## config.mk

```make
export PLATFORM = sky130hd
export DESIGN_NAME = wrapped_target_slew_ramp_unit
export DESIGN_NICKNAME = d
export VERILOG_FILES = /design/src/rtl/core/trs_pkg.sv /design/src/rtl/core/trs_goal_pipe.sv /design/src/rtl/core/trs_ramp_core.sv /design/src/rtl/core/wrapped_target_slew_ramp_unit.sv
export VERILOG_INCLUDE_DIRS = /design/src /design/src/rtl/core
export SDC_FILE = /design/constraint.sdc
export NUM_CORES = 2
export LEC_CHECK = 0
export ABC_AREA = 1
export BUFFER_PORTS_ARGS = -buffer_cell sky130_fd_sc_hd__buf_2
export CAP_MARGIN = 20
export CORE_MARGIN = 2
export CORE_UTILIZATION = 30
export CTS_CLUSTER_SIZE = 16
export DETAILED_ROUTE_END_ITERATION = 8
export GPL_TIMING_DRIVEN = 0
export HOLD_SLACK_MARGIN = 0.02
export PLACE_DENSITY = 0.53
export SKIP_LAST_GASP = 1
export SYNTH_ARGS = -nofsm -noshare
export SYNTH_HDL_FRONTEND = slang
export SYNTH_SLANG_ARGS = --single-unit
export TNS_END_PERCENT = 50
```

## constraint.sdc

```tcl
create_clock -name i_clk -period 7.35 [get_ports i_clk]
set_input_delay 0.735 -clock i_clk [delete_from_list [all_inputs] [get_ports i_clk]]
set_output_delay 0.735 -clock i_clk [all_outputs]
set_load 0.01 [all_outputs]
```

## src/rtl/core/wrapped_target_slew_ramp_unit_macros.svh

```systemverilog
// Assertion macros for the slew ramp unit.
// Used by the top level only; needs nothing else.
`ifndef WRAPPED_TARGET_SLEW_RAMP_UNIT_MACROS_SVH
`define WRAPPED_TARGET_SLEW_RAMP_UNIT_MACROS_SVH

// Same-cycle implication, disabled in reset.
`define TRS_ASSERT_IMP(lbl, clk, rst_n, ante, cons, msg) \
    lbl: assert property (@(posedge clk) disable iff (!rst_n) (ante) |-> (cons)) \
        else $error(msg);

// Next-cycle implication, disabled in reset.
`define TRS_ASSERT_NXT(lbl, clk, rst_n, ante, cons, msg) \
    lbl: assert property (@(posedge clk) disable iff (!rst_n) (ante) |=> (cons)) \
        else $error(msg);

`endif

```

## src/rtl/core/trs_pkg.sv

```systemverilog
// Shared types and constants of the slew ramp unit.
// No dependencies.
package trs_pkg;

    localparam int unsigned COUNTS_IN_TURN_DEF = 36000;
    localparam int unsigned CFG_IDX_W          = 2;

    typedef enum logic {
        OP_START = 1'b0,
        OP_TICK  = 1'b1
    } t_op;

    typedef enum logic [CFG_IDX_W-1:0] {
        CFG_ZERO_OFFSET   = 2'd0,
        CFG_STEP_SIZE     = 2'd1,
        CFG_SETTLE_TICKS  = 2'd2,
        CFG_TIMEOUT_TICKS = 2'd3
    } t_cfg_idx;

    localparam logic [31:0] ZERO_OFFSET_RST   = 32'd0;
    localparam logic [14:0] STEP_SIZE_RST     = 15'd300;
    localparam logic [15:0] SETTLE_TICKS_RST  = 16'd150;
    localparam logic [15:0] TIMEOUT_TICKS_RST = 16'd1500;

    typedef struct packed {
        logic [31:0] zero_offset;
        logic [14:0] step_size;
        logic [15:0] settle_ticks;
        logic [15:0] timeout_ticks;
    } t_cfg;

    // item leaving the goal pipeline: goal already wrapped the short way
    typedef struct packed {
        t_op         op;
        logic [31:0] enc;
        logic [31:0] goal;
        logic        at_goal;
    } t_pipe_item;

endpackage

```

## src/rtl/core/trs_goal_pipe.sv

```systemverilog
// Goal pipeline: input register and shortest-way goal (constant modulo by reciprocal).
// Depends on trs_pkg.
module trs_goal_pipe #(
    parameter int unsigned COUNTS_IN_TURN = trs_pkg::COUNTS_IN_TURN_DEF
) (
    input  logic                      i_clk,
    input  logic                      i_rst_n,
    input  logic                      i_valid,
    output logic                      o_stall,
    input  logic                      i_operation,
    input  logic signed [16:0]        i_user_target,
    input  logic signed [31:0]        i_encoder_position,
    input  logic [31:0]               i_zero_offset,
    output logic                      o_valid,
    input  logic                      i_ready,
    output trs_pkg::t_pipe_item       o_item
);

    localparam int unsigned     STAGES  = 6;
    localparam longint unsigned RECIP   = 64'h1_0000_0000 / 64'(COUNTS_IN_TURN);
    localparam longint unsigned KM_L    = 64'h1_0000_0000 % 64'(COUNTS_IN_TURN);
    localparam int unsigned     RECIP_W = $clog2(RECIP + 1);
    localparam int unsigned     P_W     = 32 + RECIP_W;
    localparam int unsigned     R_W     = $clog2(2 * COUNTS_IN_TURN);
    localparam int unsigned     U_W     = $clog2(COUNTS_IN_TURN);
    localparam int unsigned     M_W     = U_W + 1;

    localparam logic [P_W-1:0] RECIP_P  = P_W'(RECIP);
    localparam logic [31:0]    N_Q      = 32'(COUNTS_IN_TURN);
    localparam logic [R_W-1:0] N_R      = R_W'(COUNTS_IN_TURN);
    localparam logic [U_W-1:0] K_MOD    = U_W'(KM_L);
    localparam logic [U_W-1:0] N_LESS_K = U_W'(64'(COUNTS_IN_TURN) - KM_L);
    localparam logic [U_W-1:0] HALF_U   = U_W'(COUNTS_IN_TURN / 2);
    localparam logic [M_W-1:0] N_M      = M_W'(COUNTS_IN_TURN);

    logic [STAGES-1:0] r_v;
    logic [STAGES-1:0] n_v;
    logic [STAGES-1:0] adv;
    logic              accept;

    trs_pkg::t_op     r_s0_op;
    logic [16:0]      r_s0_target;
    logic [31:0]      r_s0_enc;
    trs_pkg::t_op     r_s1_op;
    logic [31:0]      r_s1_enc;
    logic [31:0]      r_s1_delta;
    trs_pkg::t_op     r_s2_op;
    logic [31:0]      r_s2_enc;
    logic [31:0]      r_s2_delta;
    logic [RECIP_W-1:0] r_s2_q;
    trs_pkg::t_op     r_s3_op;
    logic [31:0]      r_s3_enc;
    logic             r_s3_neg;
    logic [R_W-1:0]   r_s3_r;
    trs_pkg::t_op     r_s4_op;
    logic [31:0]      r_s4_enc;
    logic [U_W-1:0]   r_s4_m0;
    trs_pkg::t_pipe_item r_s5_item;

    logic [31:0]      c_delta;
    logic [P_W-1:0]   c_qprod;
    logic [31:0]      c_qn;
    logic [31:0]      c_rfull;
    logic [U_W-1:0]   c_um;
    logic [U_W-1:0]   c_m0;
    logic [M_W-1:0]   c_m;
    trs_pkg::t_pipe_item c_item;

    // stage k moves on when the next stage is empty or moving too
    always_comb begin
        adv[STAGES-1] = r_v[STAGES-1] & i_ready;
        for (int k = STAGES - 2; k >= 0; k--) begin
            adv[k] = r_v[k] & (~r_v[k+1] | adv[k+1]);
        end
    end

    assign o_stall = r_v[0] & ~adv[0];
    assign accept  = i_valid & ~o_stall;

    always_comb begin
        n_v[0] = accept | (r_v[0] & ~adv[0]);
        for (int k = 1; k < STAGES; k++) begin
            n_v[k] = adv[k-1] | (r_v[k] & ~adv[k]);
        end
    end

    always_ff @(posedge i_clk) begin
        if (!i_rst_n) begin
            r_v <= '0;
        end else begin
            r_v <= n_v;
        end
    end

    // wrapped distance from encoder to naive goal
    assign c_delta = i_zero_offset + {{15{r_s0_target[16]}}, r_s0_target} - r_s0_enc;

    // quotient estimate, low by at most one
    assign c_qprod = P_W'(r_s1_delta) * RECIP_P;

    assign c_qn    = 32'(r_s2_q) * N_Q;
    assign c_rfull = r_s2_delta - c_qn;

    // final reduction, then fold in the sign of the 32-bit distance
    always_comb begin
        c_um = (r_s3_r >= N_R) ? U_W'(r_s3_r - N_R) : U_W'(r_s3_r);
        if (r_s3_neg) begin
            c_m0 = (c_um >= K_MOD) ? (c_um - K_MOD) : (c_um + N_LESS_K);
        end else begin
            c_m0 = c_um;
        end
    end

    // map into (-half, +half] and add to the encoder count
    always_comb begin
        c_m            = (r_s4_m0 > HALF_U) ? (M_W'(r_s4_m0) - N_M) : M_W'(r_s4_m0);
        c_item.op      = r_s4_op;
        c_item.enc     = r_s4_enc;
        c_item.goal    = r_s4_enc + {{(32 - M_W){c_m[M_W-1]}}, c_m};
        c_item.at_goal = (r_s4_m0 == '0);
    end

    always_ff @(posedge i_clk) begin
        if (accept) begin
            r_s0_op     <= trs_pkg::t_op'(i_operation);
            r_s0_target <= i_user_target;
            r_s0_enc    <= i_encoder_position;
        end
        if (adv[0]) begin
            r_s1_op    <= r_s0_op;
            r_s1_enc   <= r_s0_enc;
            r_s1_delta <= c_delta;
        end
        if (adv[1]) begin
            r_s2_op    <= r_s1_op;
            r_s2_enc   <= r_s1_enc;
            r_s2_delta <= r_s1_delta;
            r_s2_q     <= c_qprod[P_W-1:32];
        end
        if (adv[2]) begin
            r_s3_op  <= r_s2_op;
            r_s3_enc <= r_s2_enc;
            r_s3_neg <= r_s2_delta[31];
            r_s3_r   <= c_rfull[R_W-1:0];
        end
        if (adv[3]) begin
            r_s4_op  <= r_s3_op;
            r_s4_enc <= r_s3_enc;
            r_s4_m0  <= c_m0;
        end
        if (adv[4]) begin
            r_s5_item <= c_item;
        end
    end

    assign o_valid = r_v[STAGES-1];
    assign o_item  = r_s5_item;

endmodule

```

## src/rtl/core/trs_ramp_core.sv

```systemverilog
// Ramp state, settle/timeout tracking and the result register.
// Depends on trs_pkg.
module trs_ramp_core (
    input  logic                 i_clk,
    input  logic                 i_rst_n,
    input  logic                 i_valid,
    output logic                 o_ready,
    input  trs_pkg::t_pipe_item  i_item,
    input  trs_pkg::t_cfg        i_cfg,
    output logic                 o_valid,
    input  logic                 i_stall,
    output logic signed [31:0]   o_setpoint,
    output logic signed [31:0]   o_final_target,
    output logic                 o_moving,
    output logic                 o_done_res,
    output logic                 o_timed_out
);

    logic [31:0] r_setpoint, n_setpoint;
    logic [31:0] r_goal, n_goal;
    logic [15:0] r_elapsed, n_elapsed;
    logic [15:0] r_reached_tick, n_reached_tick;
    logic        r_reached, n_reached;
    logic        r_active, n_active;
    logic        r_out_valid;
    logic        n_done, n_timed_out;

    logic [31:0] r_out_setpoint;
    logic [31:0] r_out_goal;
    logic        r_out_moving;
    logic        r_out_done;
    logic        r_out_timed_out;

    logic        accept;
    logic [14:0] step;
    logic [31:0] diff;
    logic [31:0] mag;
    logic        reach;
    logic [15:0] elapsed_inc;

    assign o_ready = ~r_out_valid | ~i_stall;
    assign accept  = i_valid & o_ready;

    assign step        = (i_cfg.step_size == '0) ? 15'd1 : i_cfg.step_size;
    assign diff        = r_goal - r_setpoint;
    assign mag         = diff[31] ? (32'd0 - diff) : diff;
    assign reach       = (mag <= {17'd0, step});
    assign elapsed_inc = (r_elapsed != 16'hFFFF) ? (r_elapsed + 16'd1) : r_elapsed;

    always_comb begin
        n_setpoint     = r_setpoint;
        n_goal         = r_goal;
        n_elapsed      = r_elapsed;
        n_reached_tick = r_reached_tick;
        n_reached      = r_reached;
        n_active       = r_active;
        n_done         = 1'b0;
        n_timed_out    = 1'b0;
        if (i_item.op == trs_pkg::OP_START) begin
            n_goal         = i_item.goal;
            n_setpoint     = i_item.enc;
            n_elapsed      = '0;
            n_reached_tick = '0;
            n_reached      = i_item.at_goal;
            n_done         = i_item.at_goal && (i_cfg.settle_ticks == '0);
            n_active       = ~n_done;
        end else if (r_active) begin
            n_elapsed = elapsed_inc;
            if (reach) begin
                n_setpoint = r_goal;
            end else if (diff[31]) begin
                n_setpoint = r_setpoint - 32'(step);
            end else begin
                n_setpoint = r_setpoint + 32'(step);
            end
            if (reach && !r_reached) begin
                n_reached_tick = elapsed_inc;
            end
            n_reached   = r_reached | reach;
            n_done      = reach && ((elapsed_inc - n_reached_tick) >= i_cfg.settle_ticks);
            n_timed_out = !n_done && (elapsed_inc > i_cfg.timeout_ticks);
            n_active    = !(n_done || n_timed_out);
        end
    end

    always_ff @(posedge i_clk) begin
        if (!i_rst_n) begin
            r_setpoint     <= '0;
            r_goal         <= '0;
            r_elapsed      <= '0;
            r_reached_tick <= '0;
            r_reached      <= 1'b0;
            r_active       <= 1'b0;
            r_out_valid    <= 1'b0;
        end else begin
            r_out_valid <= accept | (r_out_valid & i_stall);
            if (accept) begin
                r_setpoint     <= n_setpoint;
                r_goal         <= n_goal;
                r_elapsed      <= n_elapsed;
                r_reached_tick <= n_reached_tick;
                r_reached      <= n_reached;
                r_active       <= n_active;
            end
        end
    end

    always_ff @(posedge i_clk) begin
        if (accept) begin
            r_out_setpoint  <= n_setpoint;
            r_out_goal      <= n_goal;
            r_out_moving    <= n_active;
            r_out_done      <= n_done;
            r_out_timed_out <= n_timed_out;
        end
    end

    assign o_valid        = r_out_valid;
    assign o_setpoint     = r_out_setpoint;
    assign o_final_target = r_out_goal;
    assign o_moving       = r_out_moving;
    assign o_done_res     = r_out_done;
    assign o_timed_out    = r_out_timed_out;

endmodule

```

## src/rtl/core/wrapped_target_slew_ramp_unit.sv

```systemverilog
// Slew ramp unit, top level: configuration registers, goal pipeline, ramp core.
// Depends on trs_pkg, trs_goal_pipe, trs_ramp_core and the macros header.
//
// Usage:
//   Input channel (i_in_valid / o_in_stall): one item per accepted beat.
//   Operation start loads a move: the goal is the encoder count nearest the
//   current one that shows the user angle, taken modulo one turn into
//   (-half, +half]; the setpoint jumps to the encoder count. Operation tick
//   is one 10 ms update that slews the setpoint by at most step_size counts.
//   Output channel (o_out_valid / i_out_stall): one result item per input item.
//   Config channel (i_cfg_valid / o_cfg_ready): ready is always high; write
//   only while no item is in flight.
//   Path: six goal pipeline stages (the input register, then the constant
//   modulo steps delta, reciprocal multiply, back-multiply and subtract,
//   reduce and sign fold, wrap and add), then the result register.
//   Throughput: one item per cycle while the receiver does not stall; the
//   ramp state lives in the last stage only, so a tick may follow a start directly.
//   Reset: synchronous, active low; clears the pipeline, the ramp state and
//   loads the default register values.
//   Receiver stall: the result holds; items keep entering until every stage is
//   full, then o_in_stall rises.
`include "wrapped_target_slew_ramp_unit_macros.svh"

module wrapped_target_slew_ramp_unit #(
    parameter int unsigned COUNTS_IN_TURN = trs_pkg::COUNTS_IN_TURN_DEF
) (
    input  logic                              i_clk,
    input  logic                              i_rst_n,
    // input items
    input  logic                              i_in_valid,
    output logic                              o_in_stall,
    input  logic                              i_operation,
    input  logic signed [16:0]                i_user_target,
    input  logic signed [31:0]                i_encoder_position,
    // result items
    output logic                              o_out_valid,
    input  logic                              i_out_stall,
    output logic signed [31:0]                o_setpoint,
    output logic signed [31:0]                o_final_target,
    output logic                              o_moving,
    output logic                              o_done_res,
    output logic                              o_timed_out,
    // register writes
    input  logic                              i_cfg_valid,
    output logic                              o_cfg_ready,
    input  logic [trs_pkg::CFG_IDX_W-1:0]     i_cfg_index,
    input  logic [31:0]                       i_cfg_data
);

    trs_pkg::t_cfg       r_cfg;
    trs_pkg::t_pipe_item w_item;
    logic                w_pipe_valid;
    logic                w_core_ready;

    assign o_cfg_ready = 1'b1;

    // register file; the index covers exactly the four registers
    always_ff @(posedge i_clk) begin
        if (!i_rst_n) begin
            r_cfg.zero_offset   <= trs_pkg::ZERO_OFFSET_RST;
            r_cfg.step_size     <= trs_pkg::STEP_SIZE_RST;
            r_cfg.settle_ticks  <= trs_pkg::SETTLE_TICKS_RST;
            r_cfg.timeout_ticks <= trs_pkg::TIMEOUT_TICKS_RST;
        end else if (i_cfg_valid && o_cfg_ready) begin
            case (trs_pkg::t_cfg_idx'(i_cfg_index))
                trs_pkg::CFG_ZERO_OFFSET:   r_cfg.zero_offset   <= i_cfg_data;
                trs_pkg::CFG_STEP_SIZE:     r_cfg.step_size     <= i_cfg_data[14:0];
                trs_pkg::CFG_SETTLE_TICKS:  r_cfg.settle_ticks  <= i_cfg_data[15:0];
                trs_pkg::CFG_TIMEOUT_TICKS: r_cfg.timeout_ticks <= i_cfg_data[15:0];
                default: begin
                end
            endcase
        end
    end

    // shortest-way goal; state-free, so it runs ahead of the ramp
    trs_goal_pipe #(
        .COUNTS_IN_TURN (COUNTS_IN_TURN)
    ) u_goal_pipe (
        .i_clk              (i_clk),
        .i_rst_n            (i_rst_n),
        .i_valid            (i_in_valid),
        .o_stall            (o_in_stall),
        .i_operation        (i_operation),
        .i_user_target      (i_user_target),
        .i_encoder_position (i_encoder_position),
        .i_zero_offset      (r_cfg.zero_offset),
        .o_valid            (w_pipe_valid),
        .i_ready            (w_core_ready),
        .o_item             (w_item)
    );

    // ramp state and result register
    trs_ramp_core u_ramp_core (
        .i_clk          (i_clk),
        .i_rst_n        (i_rst_n),
        .i_valid        (w_pipe_valid),
        .o_ready        (w_core_ready),
        .i_item         (w_item),
        .i_cfg          (r_cfg),
        .o_valid        (o_out_valid),
        .i_stall        (i_out_stall),
        .o_setpoint     (o_setpoint),
        .o_final_target (o_final_target),
        .o_moving       (o_moving),
        .o_done_res     (o_done_res),
        .o_timed_out    (o_timed_out)
    );

    // input side only backs up when the whole pipe is full behind a held result
    `TRS_ASSERT_IMP(a_stall_only_when_full, i_clk, i_rst_n, o_in_stall, o_out_valid && i_out_stall, "input stall without held result")

    // a finished move must sit on its goal and no longer be moving
    `TRS_ASSERT_IMP(a_done_on_goal, i_clk, i_rst_n, o_out_valid && o_done_res, (o_setpoint == o_final_target) && !o_moving && !o_timed_out, "done off goal")

    // result taken with nothing behind it: output goes empty
    `TRS_ASSERT_NXT(a_drain, i_clk, i_rst_n, o_out_valid && !i_out_stall && !w_pipe_valid, !o_out_valid, "result invented")

endmodule

```

==> results.cfg <==
[sta]
rsz0062_at_grt = true
final_max_slew_viol_count = 0
fmax_mhz = 124
fin_crit_ns = 8.06
layout_setup_ws_ns = -0.707
tightest_slew_ns = 1.10
slew_headroom_pct = 26.5
setup_viol = 4
fin_crit_sh_pct = 110
holdWs_ns = 0.226
hold_viol = 0
skew_ns = 0.0382

[hold_path]
hp-class = input pin to flip-flop

[synth]
yosysTopAreaCell = edfxtp_1
synth_edf_count = 411
seq_area_frac_synth_pct = 39.7
netlist_area_sq_mm = 0.0404
yosys_warnings = 0
synthesis.nets = 5328
ys_seq_elements = 595
async_flop_share_pct = 0
synth_ff_type = edfxtp_1
synth.avg_cell_area_sq_um = 8.53
syn_inst = 4738
yosysUniqueCellTypes = 62
synthTopCellsByArea = edfxtp_1 31%, ha_1 11%, dfxtp_1 9.1%
synth_top_area_share_pct = 30.5

[grt]
grt_pass1_wl_um = 187000
grt_pass1_vias = 31900
antenna_found_initial = 13
grt_overflow_total = 0
top_usage_layer = met2
met2_usage_pct = 29.2
grt_use_met1_pct = 23.8
grtUsageTotal_pct = 17.8
met3_usage_pct = 2.57
grt_max_degree = 66

[setup_path]
critPathLaunch = u_ramp_core.r_setpoint[5]
crit_fanout = 4
worstRegToRegCells = 62
r2r_slack_ns = -0.71
crit_top_cell = nand2_1
cp_slowest_cell = a2111oi_4
endpoint_kind = flip-flop
path_class = flip-flop to flip-flop
worstPathArrival_ns = 8.61
worstPathRequired_ns = 7.90
reg2reg_to = u_ramp_core.o_timed_out
cp-endpoint = u_ramp_core.o_timed_out
max_stage_delay_ns = 0.39
startpoint_type = flip-flop
worst_r2r_startpoint = u_ramp_core.r_setpoint[5]

[routing]
drt-total-wl_um = 122000
drc_errors = 0
drt_first_pass_iters = 5
detail-route-antenna-nets = 0
wl_per_cell_um = 17.7
drt_iter0_markers = 2200
vias_per_cell = 4.67
vias = 32300

[pwr]
intPower_mw = 11.4
p_total_mw = 20.8
vdd_ir_drop_max_mv = 0.612
p_seq_share_pct = 21.4
leakagePower_nw = 21.7
power_frac_clock_pct = 18.2
power.density_mw_per_mm2 = 433
p_switching_mw = 9.38
p_comb_share_pct = 60.4
switching_share_pct = 45.1

[cts]
cts_hold_buf = 0
cts_tree = built
h-tree-depth = 3
cts_buffer_depth = 3
cts_root_buf = clkbuf_16
clk_pin_slew_worst_paths_ns = 0.07
cts_buffers = 71
cts.sinks = 595
clk_latency_ns = 0.70

[floorplan]
dieHeight_um = 371
die_width_um = 371
die-area_sq_mm = 0.138
start_util_pct = 30.2
io_pins = 159
rows = 134
core-area_sq_mm = 0.134

[placed_design]
place_congestion = 0.926
place_ws_ns = -2.27
port_buffers = 157
dp_hpwl_um = 99000

[layout]
num-fill-cells = 13700
area_growth_pct = 18.8
drive_above_1_share_pct = 14.0
nNetsFinal = 5678

[status]
status = complete, but fails checks
violations = setup timing

[job]
max-cap-violations = 0
synthesized netlist by cell type (10+ instances only):
master / count
a211oi_1: 11
a21o_1: 13
a21oi_1: 383
a31oi_1: 23
buf_2: 11
clkbuf_1: 64
dfxtp_1: 184
edfxtp_1: 411
fa_1: 144
ha_1: 357
inv_1: 834
inv_2: 27
nand2_1: 951
nand2_2: 27
nand3_1: 279
nand3_2: 10
nand4_1: 50
nor2_1: 274
nor2_2: 18
nor3_1: 25
nor4_1: 13
o211ai_1: 17
o21ai_0: 277
o21bai_1: 12
o221ai_1: 10
xnor2_1: 74
xor2_1: 142
final cells by class:
| class | instances | area (sq um) | share of cell area [%] |
|---|---|---|---|
| Inverter | 866 | 3270 | 6.82 |
| Multi-Input combinational cell | 3188 | 21700 | 45.1 |
| Buffer | 89 | 474 | 0.988 |
| Sequential cell | 595 | 16100 | 33.5 |
| Clock buffer | 84 | 1930 | 4.01 |
| Tap cell | 1768 | 2210 | 4.61 |
| Timing Repair Buffer | 277 | 1790 | 3.72 |
| Antenna cell | 2 | 5.00 | 0.0104 |
| Clock inverter | 48 | 602 | 1.25 |
sequential cells by signal, indices dropped and copies added (netlist names), 17 cells and up:
signal / cells
r_cfg: 79
u_goal_pipe.o_item: 66
u_goal_pipe.r_s0_enc: 32
u_goal_pipe.r_s1_delta: 32
u_goal_pipe.r_s1_enc: 32
u_goal_pipe.r_s2_enc: 32
u_goal_pipe.r_s3_enc: 32
u_goal_pipe.r_s4_enc: 32
u_ramp_core.o_final_target: 32
u_ramp_core.o_setpoint: 32
u_ramp_core.r_goal: 32
u_ramp_core.r_setpoint: 32
u_goal_pipe.r_s2_delta: 18
u_goal_pipe.r_s0_target: 17
u_goal_pipe.r_s3_r: 17
kinds of logic after synthesis:
group	share of synthesized area, %
flip-flops	39.7
XOR/XNOR	4.68
buffers and inverters	9.02
adder cells (fa/ha/maj)	18.2
other	0.00928
AO/OA/AOI/OAI	10.5
AND/OR/NAND/NOR	17.9
cells in the final DEF (no fill, tap or decap), types with 9 or more instances in the layout:
cell type / instances
ha_4: 37
xor2_1: 142
dfxtp_2: 30
a211oi_1: 10
buf_4: 116
nand2_4: 14
nor3_1: 25
nor2_2: 27
dfxtp_1: 152
inv_2: 62
a31oi_1: 22
clkbuf_16: 73
xnor2_1: 73
fa_1: 143
nand2_1: 918
a21boi_0: 9
nand4_1: 50
clkinv_1: 14
inv_1: 791
o21ai_0: 269
o21bai_1: 12
a21oi_1: 369
nand3_2: 14
a21o_1: 13
nor2_1: 257
buf_2: 166
clkbuf_1: 67
o211ai_1: 17
nor2_4: 14
nor4_1: 12
nand2_2: 49
edfxtp_1: 411
a21oi_2: 14
ha_1: 320
nand3_1: 273
timing repair:
action	in CTS	in global routing
setup endpoints to repair	4	4
gates cloned	0	0
pin swaps	90	54
resized for setup	187	43
setup buffers	86	25
per-stage QoR:
stage / std cells / util (%) / cell area, sq um / TNS, ns
floorplan: 4738 / - / 40600 / -0.0670
detailed placement: 6672 / 32.8 / 43800 / -8.76
CTS: 6890 / 35.7 / 47700 / -2.46
global route: 6915 / 35.9 / 48000 / -4.78
finish: 6917 / 35.9 / 48000 / -2.62
global placement: 6663 / 32.7 / 43600 / -8.75
worst max-delay path: cells and delay by family (launching register included):
family                   cells  cell delay (ns)
AO/OA/AOI/OAI               12             1.90
flip-flops                   1             0.34
XOR/XNOR                     2             0.31
adder cells (fa/ha/maj)      5             1.26
AND/OR/NAND/NOR             32             3.14
buffers and inverters       11             0.90
routing by layer:
layer / vias to the layer above / share of wire [%]
li1: 16300 / -
met1: 15100 / 46
met2: 696 / 46
met3: 188 / 4.6
met4: 14 / 3.5
met5: - / 0.077
worst min path at each step:
stage	from	endpoint	slack (ns)	cells after the start
2_1_floorplan	u_goal_pipe.r_s4_op	u_goal_pipe.o_item[65]	0.40	0
3_3_place_gp	u_goal_pipe.r_s1_enc[9]	u_goal_pipe.r_s2_enc[9]	0.40	0
3_5_place_dp	u_goal_pipe.r_s1_enc[13]	u_goal_pipe.r_s2_enc[13]	0.40	0
4_1_cts	i_encoder_position[22]	u_goal_pipe.r_s0_enc[22]	0.18	1
5_1_grt	i_encoder_position[22]	u_goal_pipe.r_s0_enc[22]	0.20	1
6_report	i_encoder_position[22]	u_goal_pipe.r_s0_enc[22]	0.23	1
power by group through the flow:
| stage | logic [mW] | registers (mW) | clock network, mW |
|---|---|---|---|
| global route | 14.7 | 4.48 | 4.01 |
| detailed placement | 12.4 | 4.53 | 0 |
| global placement | 12.4 | 4.53 | 0 |
| CTS | 12.6 | 4.46 | 3.88 |
| finish | 12.5 | 4.45 | 3.79 |
| floorplan | 9.62 | 4.45 | 0 |
(Power assumes the default switching activity.)
